**config.mk**
```make
export PLATFORM = sky130hd
export DESIGN_NAME = double_ended_queue_unit
export DESIGN_NICKNAME = d
export VERILOG_FILES = /design/src/rtl/core/deq_pkg.sv /design/src/rtl/core/double_ended_queue_unit.sv /design/src/rtl/core/deq_ram.sv
export SDC_FILE = /design/constraint.sdc
export NUM_CORES = 1
export LEC_CHECK = 0
export BUFFER_PORTS_ARGS = -buffer_cell sky130_fd_sc_hd__buf_2
export CORE_ASPECT_RATIO = 1.2
export CORE_UTILIZATION = 40
export CTS_CLUSTER_SIZE = 24
export DETAILED_ROUTE_END_ITERATION = 6
export GPL_TIMING_DRIVEN = 0
export PLACE_DENSITY = 0.65
export SLEW_MARGIN = 20
export SYNTH_ARGS = -nofsm -noshare
export SYNTH_HDL_FRONTEND = slang
export SYNTH_HIERARCHICAL = 1
export SYNTH_SLANG_ARGS = --single-unit
```
**constraint.sdc**
```tcl
create_clock -name i_clk -period 4.9 [get_ports i_clk]
set_input_delay 0.49 -clock i_clk [delete_from_list [all_inputs] [get_ports i_clk]]
set_output_delay 0.49 -clock i_clk [all_outputs]
set_load 0.01 [all_outputs]
```
**src/rtl/core/deq_pkg.sv**
```systemverilog
// Package with the sizes, codes and ring index helpers of the double-ended queue.
`timescale 1ns / 1ps
`default_nettype none
package deq_pkg;

    localparam int DEPTH  = 16;
    localparam int ADDR_W = (DEPTH > 1) ? $clog2(DEPTH) : 1;
    localparam int CNT_W  = $clog2(DEPTH + 1);
    localparam int SUM_W  = CNT_W + 1;
    localparam int DATA_W = 32;
    localparam int FILL_W = 5;

    typedef enum logic [2:0] {
        OP_PUSH_FRONT = 3'd0,
        OP_PUSH_BACK  = 3'd1,
        OP_POP_FRONT  = 3'd2,
        OP_POP_BACK   = 3'd3,
        OP_PEEK_FRONT = 3'd4,
        OP_PEEK_BACK  = 3'd5
    } t_op;

    typedef enum logic [1:0] {
        ST_OK        = 2'd0,
        ST_UNDERFLOW = 2'd1,
        ST_OVERFLOW  = 2'd2
    } t_status;

    // Fields that travel alongside a pending ring read.
    typedef struct packed {
        logic              is_read;
        t_status           status;
        logic              is_empty;
        logic              is_full;
        logic [FILL_W-1:0] fill_count;
    } t_s1;

    // Position of the entry at a given offset from the head, wrapped around the ring.
    function automatic logic [ADDR_W-1:0] ring_pos(input logic [ADDR_W-1:0] head,
                                                   input logic [CNT_W-1:0]  offset);
        logic [SUM_W-1:0] sum;
        sum = SUM_W'(head) + SUM_W'(offset);
        if (sum >= SUM_W'(DEPTH)) begin
            sum = sum - SUM_W'(DEPTH);
        end
        return sum[ADDR_W-1:0];
    endfunction

    // Position just in front of the head.
    function automatic logic [ADDR_W-1:0] ring_prev(input logic [ADDR_W-1:0] head);
        logic [ADDR_W-1:0] pos;
        if (head == '0) begin
            pos = ADDR_W'(DEPTH - 1);
        end else begin
            pos = head - ADDR_W'(1);
        end
        return pos;
    endfunction

    // Item count reduced to the width of the fill count field.
    function automatic logic [FILL_W-1:0] fill_of(input logic [CNT_W-1:0] cnt);
        logic [31:0] wide;
        wide = 32'(cnt);
        return wide[FILL_W-1:0];
    endfunction

endpackage
`default_nettype wire

```
**src/rtl/core/double_ended_queue_unit.sv**
```systemverilog
// Top level of the bounded double-ended queue of signed 32-bit items.
//
// The block takes one command item on the input channel (i_valid / o_ready) with an
// opcode and a push value, and returns exactly one result item on the output channel
// (o_valid / i_ready) with the item read, a status and the empty, full and fill count
// values after the command. Results come out in command order.
//
// Items live in a ring memory of DEPTH entries with a registered read. The
// head index and item count sit in registers and are updated in the cycle a command is
// accepted, so the next command already sees the new state; a push writes the ring in
// that same cycle and a pop or peek launches its read then.
//
// An accepted command passes through the ring read and then the output register
// before o_valid rises. While the receiver keeps i_ready high, throughput is one
// command per cycle, set by the single read and single write port of the ring.
// When the receiver holds i_ready low the result waits in the output register, one
// more command may complete its ring read behind it, and then o_ready drops until
// the output register drains.
//
// Reset (i_rst_n low, synchronous) empties the queue and drops any pending result. The
// ring contents are not cleared; only entries that were pushed are ever read.
`timescale 1ns / 1ps
`default_nettype none
module double_ended_queue_unit
    import deq_pkg::*;
(
    input  wire logic                     i_clk,
    input  wire logic                     i_rst_n,
    input  wire logic                     i_valid,
    output logic                          o_ready,
    input  wire logic [2:0]               i_opcode,
    input  wire logic signed [DATA_W-1:0] i_push_value,
    output logic                          o_valid,
    input  wire logic                     i_ready,
    output logic signed [DATA_W-1:0]      o_read_value,
    output logic [1:0]                    o_status,
    output logic                          o_is_empty,
    output logic                          o_is_full,
    output logic [FILL_W-1:0]             o_fill_count
);

    // Queue state.
    logic [ADDR_W-1:0] r_head, n_head;
    logic [CNT_W-1:0]  r_count, n_count;

    // Stage one: a command whose ring read is in flight or done.
    logic r_s1_valid;
    t_s1  r_s1, n_s1;

    // Output register.
    logic              r_out_valid;
    logic [DATA_W-1:0] r_out_value;
    t_s1               r_out;

    // Ring port signals.
    logic              wr_en;
    logic [ADDR_W-1:0] wr_addr;
    logic              rd_en;
    logic [ADDR_W-1:0] rd_addr;
    logic [DATA_W-1:0] rd_data;

    logic    in_go;
    logic    s1_go;
    logic    is_empty_now;
    logic    is_full_now;
    t_op     op;
    t_status status;

    // Stage one moves on when the output register is free or being emptied.
    assign s1_go   = r_s1_valid && (!r_out_valid || i_ready);
    assign o_ready = !r_s1_valid || s1_go;
    assign in_go   = i_valid && o_ready;

    assign is_empty_now = (r_count == '0);
    assign is_full_now  = (r_count == CNT_W'(DEPTH));
    assign op           = t_op'(i_opcode);

    // Decode of the command against the current head and count.
    always_comb begin
        n_head  = r_head;
        n_count = r_count;
        wr_en   = 1'b0;
        wr_addr = ring_prev(r_head);
        rd_en   = 1'b0;
        rd_addr = r_head;
        status  = ST_OK;
        case (op)
            OP_PUSH_FRONT: begin
                if (is_full_now) begin
                    status = ST_OVERFLOW;
                end else begin
                    wr_en   = 1'b1;
                    wr_addr = ring_prev(r_head);
                    n_head  = ring_prev(r_head);
                    n_count = r_count + CNT_W'(1);
                end
            end
            OP_PUSH_BACK: begin
                if (is_full_now) begin
                    status = ST_OVERFLOW;
                end else begin
                    wr_en   = 1'b1;
                    wr_addr = ring_pos(r_head, r_count);
                    n_count = r_count + CNT_W'(1);
                end
            end
            OP_POP_FRONT, OP_PEEK_FRONT: begin
                if (is_empty_now) begin
                    status = ST_UNDERFLOW;
                end else begin
                    rd_en   = 1'b1;
                    rd_addr = r_head;
                    if (op == OP_POP_FRONT) begin
                        n_head  = ring_pos(r_head, CNT_W'(1));
                        n_count = r_count - CNT_W'(1);
                    end
                end
            end
            OP_POP_BACK, OP_PEEK_BACK: begin
                if (is_empty_now) begin
                    status = ST_UNDERFLOW;
                end else begin
                    rd_en   = 1'b1;
                    rd_addr = ring_pos(r_head, r_count - CNT_W'(1));
                    if (op == OP_POP_BACK) begin
                        n_count = r_count - CNT_W'(1);
                    end
                end
            end
            default: begin
                // Unused opcodes leave the queue alone and report it as it stands.
            end
        endcase

        n_s1.is_read    = rd_en;
        n_s1.status     = status;
        n_s1.is_empty   = (n_count == '0);
        n_s1.is_full    = (n_count == CNT_W'(DEPTH));
        n_s1.fill_count = fill_of(n_count);
    end

    deq_ram u_ram (
        .i_clk     (i_clk),
        .i_wr_en   (in_go && wr_en),
        .i_wr_addr (wr_addr),
        .i_wr_data (i_push_value),
        .i_rd_en   (in_go && rd_en),
        .i_rd_addr (rd_addr),
        .o_rd_data (rd_data)
    );

    // Control state.
    always_ff @(posedge i_clk) begin
        if (!i_rst_n) begin
            r_head      <= '0;
            r_count     <= '0;
            r_s1_valid  <= 1'b0;
            r_out_valid <= 1'b0;
        end else begin
            if (in_go) begin
                r_head  <= n_head;
                r_count <= n_count;
            end
            if (in_go) begin
                r_s1_valid <= 1'b1;
            end else if (s1_go) begin
                r_s1_valid <= 1'b0;
            end
            if (s1_go) begin
                r_out_valid <= 1'b1;
            end else if (i_ready) begin
                r_out_valid <= 1'b0;
            end
        end
    end

    // Payload registers.
    always_ff @(posedge i_clk) begin
        if (in_go) begin
            r_s1 <= n_s1;
        end
        if (s1_go) begin
            r_out       <= r_s1;
            r_out_value <= r_s1.is_read ? rd_data : '0;
        end
    end

    assign o_valid      = r_out_valid;
    assign o_read_value = r_out_value;
    assign o_status     = r_out.status;
    assign o_is_empty   = r_out.is_empty;
    assign o_is_full    = r_out.is_full;
    assign o_fill_count = r_out.fill_count;

endmodule
`default_nettype wire

```
**src/rtl/core/deq_ram.sv**
```systemverilog
// Ring storage of the double-ended queue: one write port and one registered read port.
`timescale 1ns / 1ps
`default_nettype none
module deq_ram
    import deq_pkg::*;
(
    input  wire logic              i_clk,
    input  wire logic              i_wr_en,
    input  wire logic [ADDR_W-1:0] i_wr_addr,
    input  wire logic [DATA_W-1:0] i_wr_data,
    input  wire logic              i_rd_en,
    input  wire logic [ADDR_W-1:0] i_rd_addr,
    output logic      [DATA_W-1:0] o_rd_data
);

    logic [DATA_W-1:0] r_mem [DEPTH];

    always_ff @(posedge i_clk) begin
        if (i_wr_en) begin
            r_mem[i_wr_addr] <= i_wr_data;
        end
    end

    // Read data holds until the next read, so a stalled result keeps its item.
    always_ff @(posedge i_clk) begin
        if (i_rd_en) begin
            o_rd_data <= r_mem[i_rd_addr];
        end
    end

endmodule
`default_nettype wire

```
# [Yosys cells after proc, flatten, opt, wreduce, memory -nomap -nowiden]
# Memory sizes are Yosys's and may differ from the RTL's. A register that Yosys moved wholly into a read port is not among the register bits.
# Index checks and enable logic that the tools add are counted.
[op_classes] n_div=0 bitwise=0 add_sub_neg=9 muxes=31 n_eq_ne=10 n_shift=0 reduce_logical=20 n_lt_le_gt_ge=3 n_mul=0
[ops] operator="$mux 4" n=11
[ops] operator="$mux 5" n=5
[ops] operator="$sub 4x1->4 const B" n=4
[ops] operator="$pmux 5 s3" n=1
[ops] operator="$add 4x5->6" n=2
[ops] operator="$ge 6x5->1 const B" n=2
[ops] operator="$mux 1" n=11
[ops] operator="$eq 5x5->1 const B" n=2
[ops] operator="$logic_not 5->1" n=2
[ops] operator="$pmux 4 s2" n=1
[ops] operator="$eq 3x2->1 const B" n=2
[ops] operator="$eq 3x3->1 const B" n=2
[ops] operator="$ne 2x2->1 const B" n=3
[ops] operator="$reduce_bool 2->1" n=3
[ops] operator="$reduce_or 2->1" n=3
[ops] operator="$add 4x1->5 const B" n=1
[ops] operator="$add 5x1->5 const B" n=1
[ops] operator="$ge 5x5->1 const B" n=1
[ops] operator="$reduce_and 5->1" n=1
[ops] operator="$sub 5x1->5 const B" n=1
[ops] operator="$logic_and 1x1->1" n=4
[ops] operator="$logic_not 4->1" n=1
[ops] operator="$pmux 2 s2" n=1
[ops] operator="$reduce_or 4->1" n=1
[ops] operator="other kinds (5)" n=7
[word_totals] latch_bits=0 elab_cells=88 mem_bits_ro=0 reg_bits=62 out_inout_bits=43 inputBits=39 ramBits=512 n_memories=1
[mem_list] name="u_ram.r_mem" depth=16 word_bits=32 rd=1 rd_ports_with_merged_regs=1 wr=1 line_no="deq_ram.sv:16" source="logic [DATA_W-1:0] r_mem [DEPTH];"

# [Longest topological paths before layout]
# Gate-level depths: netlist of run 1.
[depth] ltp_word=8 mapped_depth=14 mapped_depth_nobuf=12

# [Modules after synthesis]
# Netlist of run 1, hierarchy kept.
[by_module_without_submodules] module="deq_ram" area_per_inst_um2=20155.6 seq_area_each_um2=16335.7 n_inst=1 cells_each=838
[by_module_without_submodules] module="double_ended_queue_unit" area_per_inst_um2=2985.4 seq_area_each_um2=1751.7 n_inst=1 cells_each=245

# [Worst setup path after synthesis of run 1]
# OpenSTA, ideal clock, no wires.
[synth_timing] kind="register to register" start="register r_count[0]" end="memory u_ram.r_mem[0][0] (enable)" n_path_buf=1 required_time_ns=4.439 synth_period_minus_slack_ns=4.765 t_arrival_ns=4.304 stages_incl_launch_ff=10 setup_ns=0.461 setup_slack_ns=0.135 path_cell_list="dfxtp_1 > inv_1 > ha_1 > clkbuf_2 > nor3b_1 > nand2_1 > nand3_1 > a21oi_1 > or3b_2 > nor3_1"
[synth_via] word_cells_on_any_way=12 cone_classes="2 x add/sub; 1 x order compare; 1 x eq/ne; 7 x mux; 1 x reduce/logical"
[synth_lines] element="from (decl)" line_no="double_ended_queue_unit.sv:44" source="logic [CNT_W-1:0] r_count, n_count;"
[synth_lines] element="from (signal assigned)" line_no="double_ended_queue_unit.sv:162" source="r_count <= n_count;"
[synth_lines] element="$add 4x5->6" line_no="deq_pkg.sv:41" source="sum = SUM_W'(head) + SUM_W'(offset);"
[synth_lines] element="$ge 6x5->1 or $sub 4x1->4 (tied branches)" line_no="deq_pkg.sv:42, deq_pkg.sv:43"
[synth_lines] element="$mux 4" line_no="deq_pkg.sv:42" source="if (sum >= SUM_W'(DEPTH)) begin"
[synth_lines] element="$mux 4 *" line_no="double_ended_queue_unit.sv:99" source="if (is_full_now) begin"
[synth_lines] element="$mux 4 *"
[synth_lines] element="named net wr_addr[2]" line_no="double_ended_queue_unit.sv:57" source="logic [ADDR_W-1:0] wr_addr;"
[synth_lines] element="to (decl)" line_no="deq_ram.sv:16"
# The timed path passes the listed nets; every way through them passes the cells marked *.

# [Worst setup path after layout of run 1]
[layout_timing] start="register r_count[0]" end="memory u_ram.r_mem[3][9] (enable)"
# Same word-level chain as after synthesis.

==> flow_summary.ini, run 1 <==
[outcome]
status = complete, no violations

[worst_setup_path]
path_class = reg -> reg
crit_path_max_fanout = 17
critPathMaxStageDelay_ns = 0.72
cp.required_ns = 5.19
crit_path_end_kind = register
startpoint_type = register
slowest_stage = nor2_4
cpMostUsedCell = nand2_1
ff2ff_path_depth = 10
worstPathCellList = inv_1 > ha_1 > clkbuf_2 > nor3b_1 > nand2_1 > nand3_1 > mux2i_1 > nand2_1 > nor2_4 > buf_16
cp.arrival_ns = 4.38

[timing]
relSlewSlack_pct = 37.4
min_period_ns = 4.09
finalHoldViolCount = 0
slew_violations = 0
setup_tns_ns = 0
hold_ws_ns = 0.158
post-route-period-util_pct = 83.5
fmax_mhz = 244
setup_viol = 0
finClkSkew_ns = 0.0177
rsz0062_at_grt = false
tightest_slew_ns = 0.938

[power_and_ir_drop]
p_total_uw = 11100
power.internal_uw = 8550
irDropWorstVdd_uv = 271
power_frac_clock_pct = 36.7
p_leak_uw = 0.00857
seqPwrFrac_pct = 52.9
combinationalPowerShare_pct = 10.5
powerDensity_nw_per_um2 = 412
p_sw_share_pct = 22.8
power.switching_uw = 2520

[placement]
place_inst = 1937
port-buffer-count = 81
place_hpwl_um = 32200
gp_congestion = 0.794
placed_cell_area_sq_um = 25200

[min_path]
holdPathStages = 3
hp-class = in -> reg

[floorplan]
design.core.area_sq_um = 57200
fp.dieH_um = 265
start_util_pct = 40.5
die_w_um = 222
rows = 96
ios = 82
dieArea_sq_um = 58800

[cts]
clkLatencyLatePin_ns = 0.60
hold_buffers = 0
tritoncts = yes
path_clk_slew_ns = 0.06
htreeDepth = 2
clock_sinks = 606
ctsResizeCount = 0
postCtsSetupBuffers = 0
root_buffer = clkbuf_16
numCtsBuffers = 56
clock_path_buffers = 3

[synth]
yosys_register_bits = 606
avgSynthCellArea_sq_um = 21.4
ys.flop_type = edfxtp_1
synth.distinct_cells = 54
synth_area_sq_um = 23100
yosys_warnings = 6
synth_edf_count = 595
syn_inst = 1083
synthArstFlopShare_pct = 0
synthesis.nets = 1135
synth-seq-area-share_pct = 78.2

[cells_and_area]
nets = 1312
finalInstanceArea_sq_um = 26800
drive_gt1_share_pct = 28.8
most-common-layout-cells = 595 x edfxtp_1, 128 x mux4_2, 91 x buf_2
area_delta_synth_final_pct = 16.0
stdcell_count = 2036
fillers = 4684
final_common_cell = edfxtp_1

[route]
ant_nets = 0
first_pass_iters = 5
drtIter0Drc = 1027
wl_per_cell_um = 24.2
num_vias = 11200
vias_per_cell = 5.49
post-route-drc-count = 0
wl_um = 49300

[job]
drv_cap = 0

[global_route]
grt_util_all_layers_pct = 17.0
overflow = 0
grt_pass1_vias = 11600
grt_pass1_wl_um = 73700
antenna_found_initial = 2
grt_max_degree = 25
==> power by group through the flow <==
stage / Clock, uW / Sequential, uW / Combinational, uW
final: 4060 / 5850 / 1160
after CTS: 4150 / 5850 / 1180
after global placement: 0 / 5970 / 1130
after global routing: 4330 / 5860 / 1250
after detailed placement: 0 / 5960 / 1180
after floorplan: 0 / 5970 / 748
==> synth_stat cells, types with 10 or more instances <==
library cell / number / area (sq um)
a21oi_1: 11 / 55.1
a22oi_1: 64 / 480
and2_1: 34 / 213
buf_1: 10 / 37.5
buf_2: 10 / 50.1
buf_4: 10 / 75.1
clkbuf_1: 22 / 82.6
dfxtp_1: 11 / 220
edfxtp_1: 595 / 17900
ha_1: 11 / 138
inv_1: 12 / 45.0
mux4_2: 128 / 2880
nand2_1: 44 / 165
nor2_1: 35 / 131
==> path summary, 6_finish.rpt <==
kind | from | endpoint | slack [ns]
setup / recovery | r_count[0] | u_ram/r_mem[3][9] | 0.81
hold / removal | i_valid | r_s1_valid | 0.16
setup reg to reg | r_count[0] | u_ram/r_mem[3][9] | 0.81
hold reg to reg | r_s1[4] | o_fill_count[4] | 0.42
==> registers in the layout (all words and copies together), names as in the netlist <==
register and flops:
u_ram/r_mem 512, o_read_value 32, u_ram/o_rd_data 32, r_s1 10
o_fill_count 5, r_count 5, r_head 4, o_status 2
o_is_empty 1, o_is_full 1, o_valid 1, r_s1_valid 1
==> per-stage QoR <==
stage               util (%)  worst slack [ns]
floorplan                  -             0.135
global placement        42.8             -2.73
detailed placement      44.0             0.816
CTS                     46.9             0.800
global route            46.9             0.466
finish                  46.9             0.809
==> routing by layer <==
layer / up-vias / GRT usage [%] / wire (um)
met2: 406 / 29.5 / 25300
li1: 4828 / - / -
met3: 78 / 2.81 / 3120
met1: 5864 / 21.8 / 19800
met4: 0 / 5.09 / 1090
met5: - / 0 / 0
==> cells by family after synthesis <==
logic type / after synthesis / share of synthesized area [%]
flip-flops: 606 / 78.2
AND/OR/NAND/NOR: 150 / 3.32
multiplexers: 137 / 12.9
AO/OA/AOI/OAI: 97 / 3.03
buffers and inverters: 67 / 1.34
XOR/XNOR: 13 / 0.492
adder cells (fa/ha/maj): 13 / 0.768
==> layout make-up <==
class                      instances  area [sq um]  share of cell area (%)
tap                              735           920                    3.43
sequential                       606         18100                    67.4
inverter                          13          48.8                   0.182
clock inverter                    34           253                   0.942
multi-input combinational        410          4870                    18.1
clock buffer                      64          1430                    5.33
buffer                            54           262                   0.974
timing repair buffer             119           973                    3.63
antenna                            1          2.50                 0.00932
==> critical path: cells and delay by family (launching register included) <==
family | cells | cell delay (ns)
buf+inv | 3 | 0.61
simple gates | 5 | 1.98
fa+ha+maj | 1 | 0.17
mux | 1 | 0.65
flops | 1 | 0.36
Power figures use the tool's default switching activity.
==> inputs of run 2 (changes only) <==
--- a/config.mk
+++ b/config.mk
@@ -5,13 +5,14 @@
 export SDC_FILE = /design/constraint.sdc
 export NUM_CORES = 1
 export LEC_CHECK = 0
+export ABC_AREA = 1
 export BUFFER_PORTS_ARGS = -buffer_cell sky130_fd_sc_hd__buf_2
 export CORE_ASPECT_RATIO = 1.2
 export CORE_UTILIZATION = 40
 export CTS_CLUSTER_SIZE = 24
 export DETAILED_ROUTE_END_ITERATION = 6
 export GPL_TIMING_DRIVEN = 0
-export PLACE_DENSITY = 0.65
+export PLACE_DENSITY = 0.64
 export SLEW_MARGIN = 20
 export SYNTH_ARGS = -nofsm -noshare
 export SYNTH_HDL_FRONTEND = slang
==> constraint.sdc (replaced) <==
create_clock -name i_clk -period 3.48 [get_ports i_clk]
set_input_delay 0.348 -clock i_clk [delete_from_list [all_inputs] [get_ports i_clk]]
set_output_delay 0.348 -clock i_clk [all_outputs]
set_load 0.01 [all_outputs]
==> run 2 against run 1 <==
Sequential share of layout area is 8.3 points lower. Clock-buffer cell count is 1 higher. Clock power is 59% higher. Largest cell class unchanged. Utilization is 0.38 points higher. Via count is 60% higher. Die area is 13% higher. Routed wire length is 45% higher. Worst hold slack worse by 0.12 ns. First-iteration DRC count is 73% higher. Cell count is 72% higher. Cell area is 14% higher. Maximum frequency is 23% higher.
==> flow_summary.ini, run 2 <==
[outcome]
status = complete, no violations

[floorplan]
start_util_pct = 40.6
die_w_um = 236
ios = 82
rows = 102
dieArea_sq_um = 66700
design.core.area_sq_um = 64700
fp.dieH_um = 283

[synth]
synth-simple-area-share_pct = 19.9
synth-seq-area-share_pct = 68.9
synthMuxAreaShare_pct = 0
yosysMostFrequentCell = nand2_1
synth_compound_area_share_pct = 0.777
synth_top_family_by_area = simple AND/OR/NAND/NOR gates
synth_common_cells = 749 x nand2_1, 595 x edfxtp_1, 452 x inv_1
synth.distinct_cells = 38
synth_top_area_share_pct = 68.0
avgSynthCellArea_sq_um = 10.7
synthAdderAreaFrac_pct = 0.676
ys_top_cells_by_area = edfxtp_1 68%, nand2_1 11%, nand3_1 7.6%
syn_inst = 2452
yosys_register_bits = 606
yosys.area.top_type = edfxtp_1
synth_edf_count = 595
ys.flop_type = edfxtp_1
synth_area_sq_um = 26300
synthXorXnorAreaFrac_pct = 0.267
yosys_warnings = 6
synthArstFlopShare_pct = 0
synthesis.nets = 2504

[cells_and_area]
nets = 2681
area_delta_synth_final_pct = 16.6
finalInstanceArea_sq_um = 30600
most-common-layout-cells = 749 x nand2_1, 595 x edfxtp_1, 451 x inv_1
drive_gt1_share_pct = 13.7
fillers = 5657
largest_reg_flops = 512
fin_util_pct = 47.3
top_register = u_ram/r_mem
final_common_cell = nand2_1
diodes = 0

[cts]
clkLatencyLatePin_ns = 0.63
htreeDepth = 2
root_buffer = clkbuf_16
hold_buffers = 0
clock_path_buffers = 3
clock_sinks = 606
path_clk_slew_ns = 0.06
tritoncts = yes
numCtsBuffers = 57

[timing]
setup_slack_ns = 0.142
hold_ws_ns = 0.0339
post-route-period-util_pct = 95.9
tightest_slew_ns = 0.890
slew_violations = 0
rsz0062_at_grt = false
min_period_ns = 3.34
setup_tns_ns = 0
finClkSkew_ns = 0.0221
fmax_mhz = 300
setup_viol = 0
finalHoldViolCount = 0
relSlewSlack_pct = 40.7

[placement]
pre_cts_slack_ns = -0.421
place_hpwl_um = 46900
gp_congestion = 0.846
port-buffer-count = 80
placed_cell_area_sq_um = 28400

[global_route]
grt_pass1_wl_um = 106000
antenna_found_initial = 0
grt_max_degree = 20
grt_pass1_vias = 17200
overflow = 0
grt_util_all_layers_pct = 21.4

[route]
vias_per_cell = 5.10
drtIter0Drc = 1780
wl_per_cell_um = 20.4
first_pass_iters = 5
num_vias = 17900
post-route-drc-count = 0
ant_nets = 0
wl_um = 71600

[worst_setup_path]
startpoint_type = register
crit_path_end_kind = register
crit_path_max_fanout = 10
path_class = reg -> reg
cp.required_ns = 3.97
cp.arrival_ns = 3.82

[min_path]
hp-class = in -> reg

[power_and_ir_drop]
irDropWorstVdd_uv = 407
p_leak_uw = 0.0131
powerDensity_nw_per_um2 = 553

[job]
drv_cap = 0
-- run 2: changes by cell type in the layout (fill, tap and decap cells not counted), moves of 12 or more --
cell	before	now
nand2_1	44	749
nand3_1	5	400
buf_12	7	25
clkbuf_1	30	16
buf_4	28	11
and2_1	34	0
buf_2	91	123
inv_2	0	12
buf_6	5	30
a22oi_1	64	0
mux4_2	128	0
inv_1	12	451
-- run 2: final timing paths --
| path | from | to | slack (ns) | cells after the start |
|---|---|---|---|---|
| worst min register to register | r_s1[8] | o_status[1] | 0.42 | 0 |
| worst max register to register | r_count[0] | u_ram/o_rd_data[24] | 0.14 | 12 |
| worst min-delay path | i_rst_n | r_count[0] | 0.03 | 3 |
| worst max-delay path | r_count[0] | u_ram/o_rd_data[24] | 0.14 | 12 |
-- run 2: metal layers --
metal | vias up | global-route usage (%) | share of wire (%)
li1 | 8285 | - | -
met1 | 8687 | 26.5 | 39
met2 | 759 | 37.7 | 50
met3 | 161 | 3.18 | 7.4
met4 | 0 | 8.55 | 3.9
met5 | - | 0 | 0
-- run 2: cells by family (layout without fill, tap and decap cells) --
| kind of cell | count (synthesis) | after routing |
|---|---|---|
| buffers and inverters | 577 | 798 |
| AOI/OAI and AO/OA | 38 | 38 |
| adders and majority gates | 13 | 13 |
| xor gates and xnor gates | 8 | 8 |
| DFF | 606 | 606 |
| and+or+nand+nor | 1210 | 1210 |
-- run 2: worst max-delay path, cell delays in order, from the launching register on --
cell and delay, ns:
dfxtp_1 0.43, inv_1 0.15, ha_1 0.30, inv_1 0.07, fa_1 0.49, nand2_1 0.05
o21ai_0 0.22, buf_4 0.31, clkbuf_1 0.65, nand2_1 0.20, nand3_1 0.13, nand3_1 0.09
nand2_1 0.10
-- run 2: final cells by class --
type / instances / area [sq um] / share of cell area (%)
buffer: 111 / 787 / 2.57
clock buffer: 65 / 1460 / 4.76
clock inverter: 38 / 463 / 1.51
inverter: 465 / 1750 / 5.71
multi-input combinational: 1269 / 5820 / 19.0
sequential: 606 / 18100 / 59.1
tap: 832 / 1040 / 3.40
timing repair buffer: 119 / 1220 / 3.99
-- run 2: metrics by stage --
stage | power, uW | instances
2_1_floorplan | 9680 | 2452
3_3_place_gp | 10500 | 3364
3_5_place_dp | 10600 | 3388
4_1_cts | 17000 | 3498
5_1_grt | 17500 | 3505
6_report | 16900 | 3505
-- run 2: power breakdown --
part | switching, uW | total, uW | internal (uW) | leakage (uW)
logic | 1590 | 2250 | 657 | 0.00666
registers | 41.8 | 8230 | 8190 | 0.00549
clock network | 2720 | 6470 | 3750 | 0.000946
total | 4360 | 16900 | 12600 | 0.0131
-- run 2: repair_timing --
item | CTS | global route
pin swaps | 7 | 6
cloned | 0 | 0
resized for setup | 16 | 24
setup endpoints to repair | 156 | 155
buffers inserted | 8 | 7
==> inputs of run 3 (changes only) <==
--- a/config.mk
+++ b/config.mk
@@ -12,7 +12,7 @@
 export CTS_CLUSTER_SIZE = 24
 export DETAILED_ROUTE_END_ITERATION = 6
 export GPL_TIMING_DRIVEN = 0
-export PLACE_DENSITY = 0.64
+export PLACE_DENSITY = 0.55
 export SLEW_MARGIN = 20
 export SYNTH_ARGS = -nofsm -noshare
 export SYNTH_HDL_FRONTEND = slang
==> run 3 against run 2 <==
Non-clock buffer count is 3 higher. Total power is 2.0% higher. Via count is 1.7% lower. Combinational power is 2% higher. Clock power is 4.5% higher. Routed wire length is 3.8% higher. Maximum frequency is 0.99% higher. Register-to-register slack better by 0.03 ns. Highest routed layer is now met5.
==> flow_summary.ini, run 3 (same netlist as run 2, synthesis figures left out) <==
[floorplan]
fp.dieH_um = 283
die_w_um = 236
ios = 82
dieArea_sq_um = 66700
start_util_pct = 40.6
rows = 102
design.core.area_sq_um = 64700

[timing]
post-route-period-util_pct = 95.0
rsz0062_at_grt = false
relSlewSlack_pct = 33.2
slew_violations = 0
fmax_mhz = 303
setup_slack_ns = 0.175
setup_viol = 0
finalHoldViolCount = 0
hold_ws_ns = 0.0861
min_period_ns = 3.31
finClkSkew_ns = 0.0154
tightest_slew_ns = 1.00

[power_and_ir_drop]
irDropWorstVdd_uv = 360
p_leak_uw = 0.0132
powerDensity_nw_per_um2 = 562

[global_route]
grt_pass1_vias = 17000
grt_pass1_wl_um = 109000
grt_util_all_layers_pct = 22.4
grt_max_degree = 20
overflow = 0
antenna_found_initial = 1

[worst_setup_path]
slowest_stage = o21ai_0
worstPathCellList = inv_1 > ha_1 > buf_2 > nand3_1 > nand2_1 > inv_1 > nand2_1 > o21ai_0 > nand3b_1 > nor2_4 > buf_12 > buf_16
startpoint_type = register
critPathMaxStageDelay_ns = 0.52
path_buf_inv = 5
cp.arrival_ns = 3.64
cp_top_family = simple AND/OR/NAND/NOR gates
crit_path_max_fanout = 17
path_class = reg -> reg
crit_path_end_kind = register
cp.required_ns = 3.81

[route]
wl_per_cell_um = 21.1
vias_per_cell = 4.99
num_vias = 17600
drtIter0Drc = 1662
wl_um = 74300
ant_nets = 0
first_pass_iters = 6
post-route-drc-count = 0

[placement]
gp_congestion = 0.865
place_hpwl_um = 48800
placed_cell_area_sq_um = 28400
pre_cts_slack_ns = -0.439
port-buffer-count = 80
place_inst = 3387

[cells_and_area]
nets = 2688
largest_reg_flops = 512
ff_latch_area_sq_um = 18100
final_common_cell = nand2_1
drive_gt1_share_pct = 14.1
fin_util_pct = 47.6
area_delta_synth_final_pct = 17.2
diodes = 0
most-common-layout-cells = 749 x nand2_1, 595 x edfxtp_1, 451 x inv_1
fillers = 5731
finalInstanceArea_sq_um = 30800
stdcell_count = 3521
multi_input_area_sq_um = 5820
top_register = u_ram/r_mem

[cts]
clock_sinks = 606
path_clk_slew_ns = 0.07
numCtsBuffers = 61
clock_path_buffers = 3
tritoncts = yes
htreeDepth = 2
root_buffer = clkbuf_16
clkLatencyLatePin_ns = 0.64

[min_path]
hp-class = in -> reg

[outcome]
status = complete, no violations

[job]
drv_cap = 0
[run 3: cell types whose count changed in the layout (fill, tap and decap cells not counted), sizes merged]
cell           delta
clkinvlp          +4
bufinv            -1
buf               +9
clkbuf            -5
dlygate4sd3       +2
clkdlybuf4s15     +1
clkinv            +6
[run 3: where the power goes]
part           internal, uW  leakage, uW  switching, uW
Clock                  3880     0.000989           2880
Sequential             8190      0.00549           41.6
Combinational           658      0.00668           1630
Total                 12700       0.0132           4560
[run 3: area by class of cell]
class	instances	area share, %
Multi-Input combinational cell	1269	18.9
Timing Repair Buffer	122	4.05
Inverter	465	5.68
Tap cell	832	3.38
Clock buffer	69	5.06
Sequential cell	606	58.8
Clock inverter	47	1.59
Buffer	111	2.55
[run 3: routing by layer]
layer | vias to the layer above | share of wire [%] | global-route usage [%]
met5 | - | 0.018 | 0
met4 | 2 | 2.5 | 6.85
met3 | 121 | 6.6 | 3.11
met2 | 615 | 51 | 40.2
met1 | 8527 | 40 | 28.1
li1 | 8319 | - | -
[run 3: timing repair]
action | CTS | global route
pin swaps | 12 | 1
setup endpoints to repair | 205 | 94
gates resized for setup | 22 | 20
endpoints found under the hold margin | 5 | 0
hold buffers | 2 | 0
cloned | 0 | 0
buffers inserted | 14 | 3
[run 3: path summary, 6_finish.rpt]
| path | cells after the start | from | slack (ns) | to |
|---|---|---|---|---|
| worst min register to register | 0 | r_s1[5] | 0.42 | o_is_full |
| worst min-delay path | 1 | i_push_value[22] | 0.09 | u_ram/r_mem[8][22] |
| worst max register to register | 12 | r_count[0] | 0.17 | u_ram/r_mem[4][4] |
| worst max-delay path | 12 | r_count[0] | 0.17 | u_ram/r_mem[4][4] |
[run 3: metrics by stage]
stage          setup TNS (ns)  power (uW)
2_1_floorplan               0        9680
3_5_place_dp           -14.91       10700
6_report                    0       17300
3_3_place_gp         -1117.04       10600
4_1_cts                     0       17400
5_1_grt                     0       17900
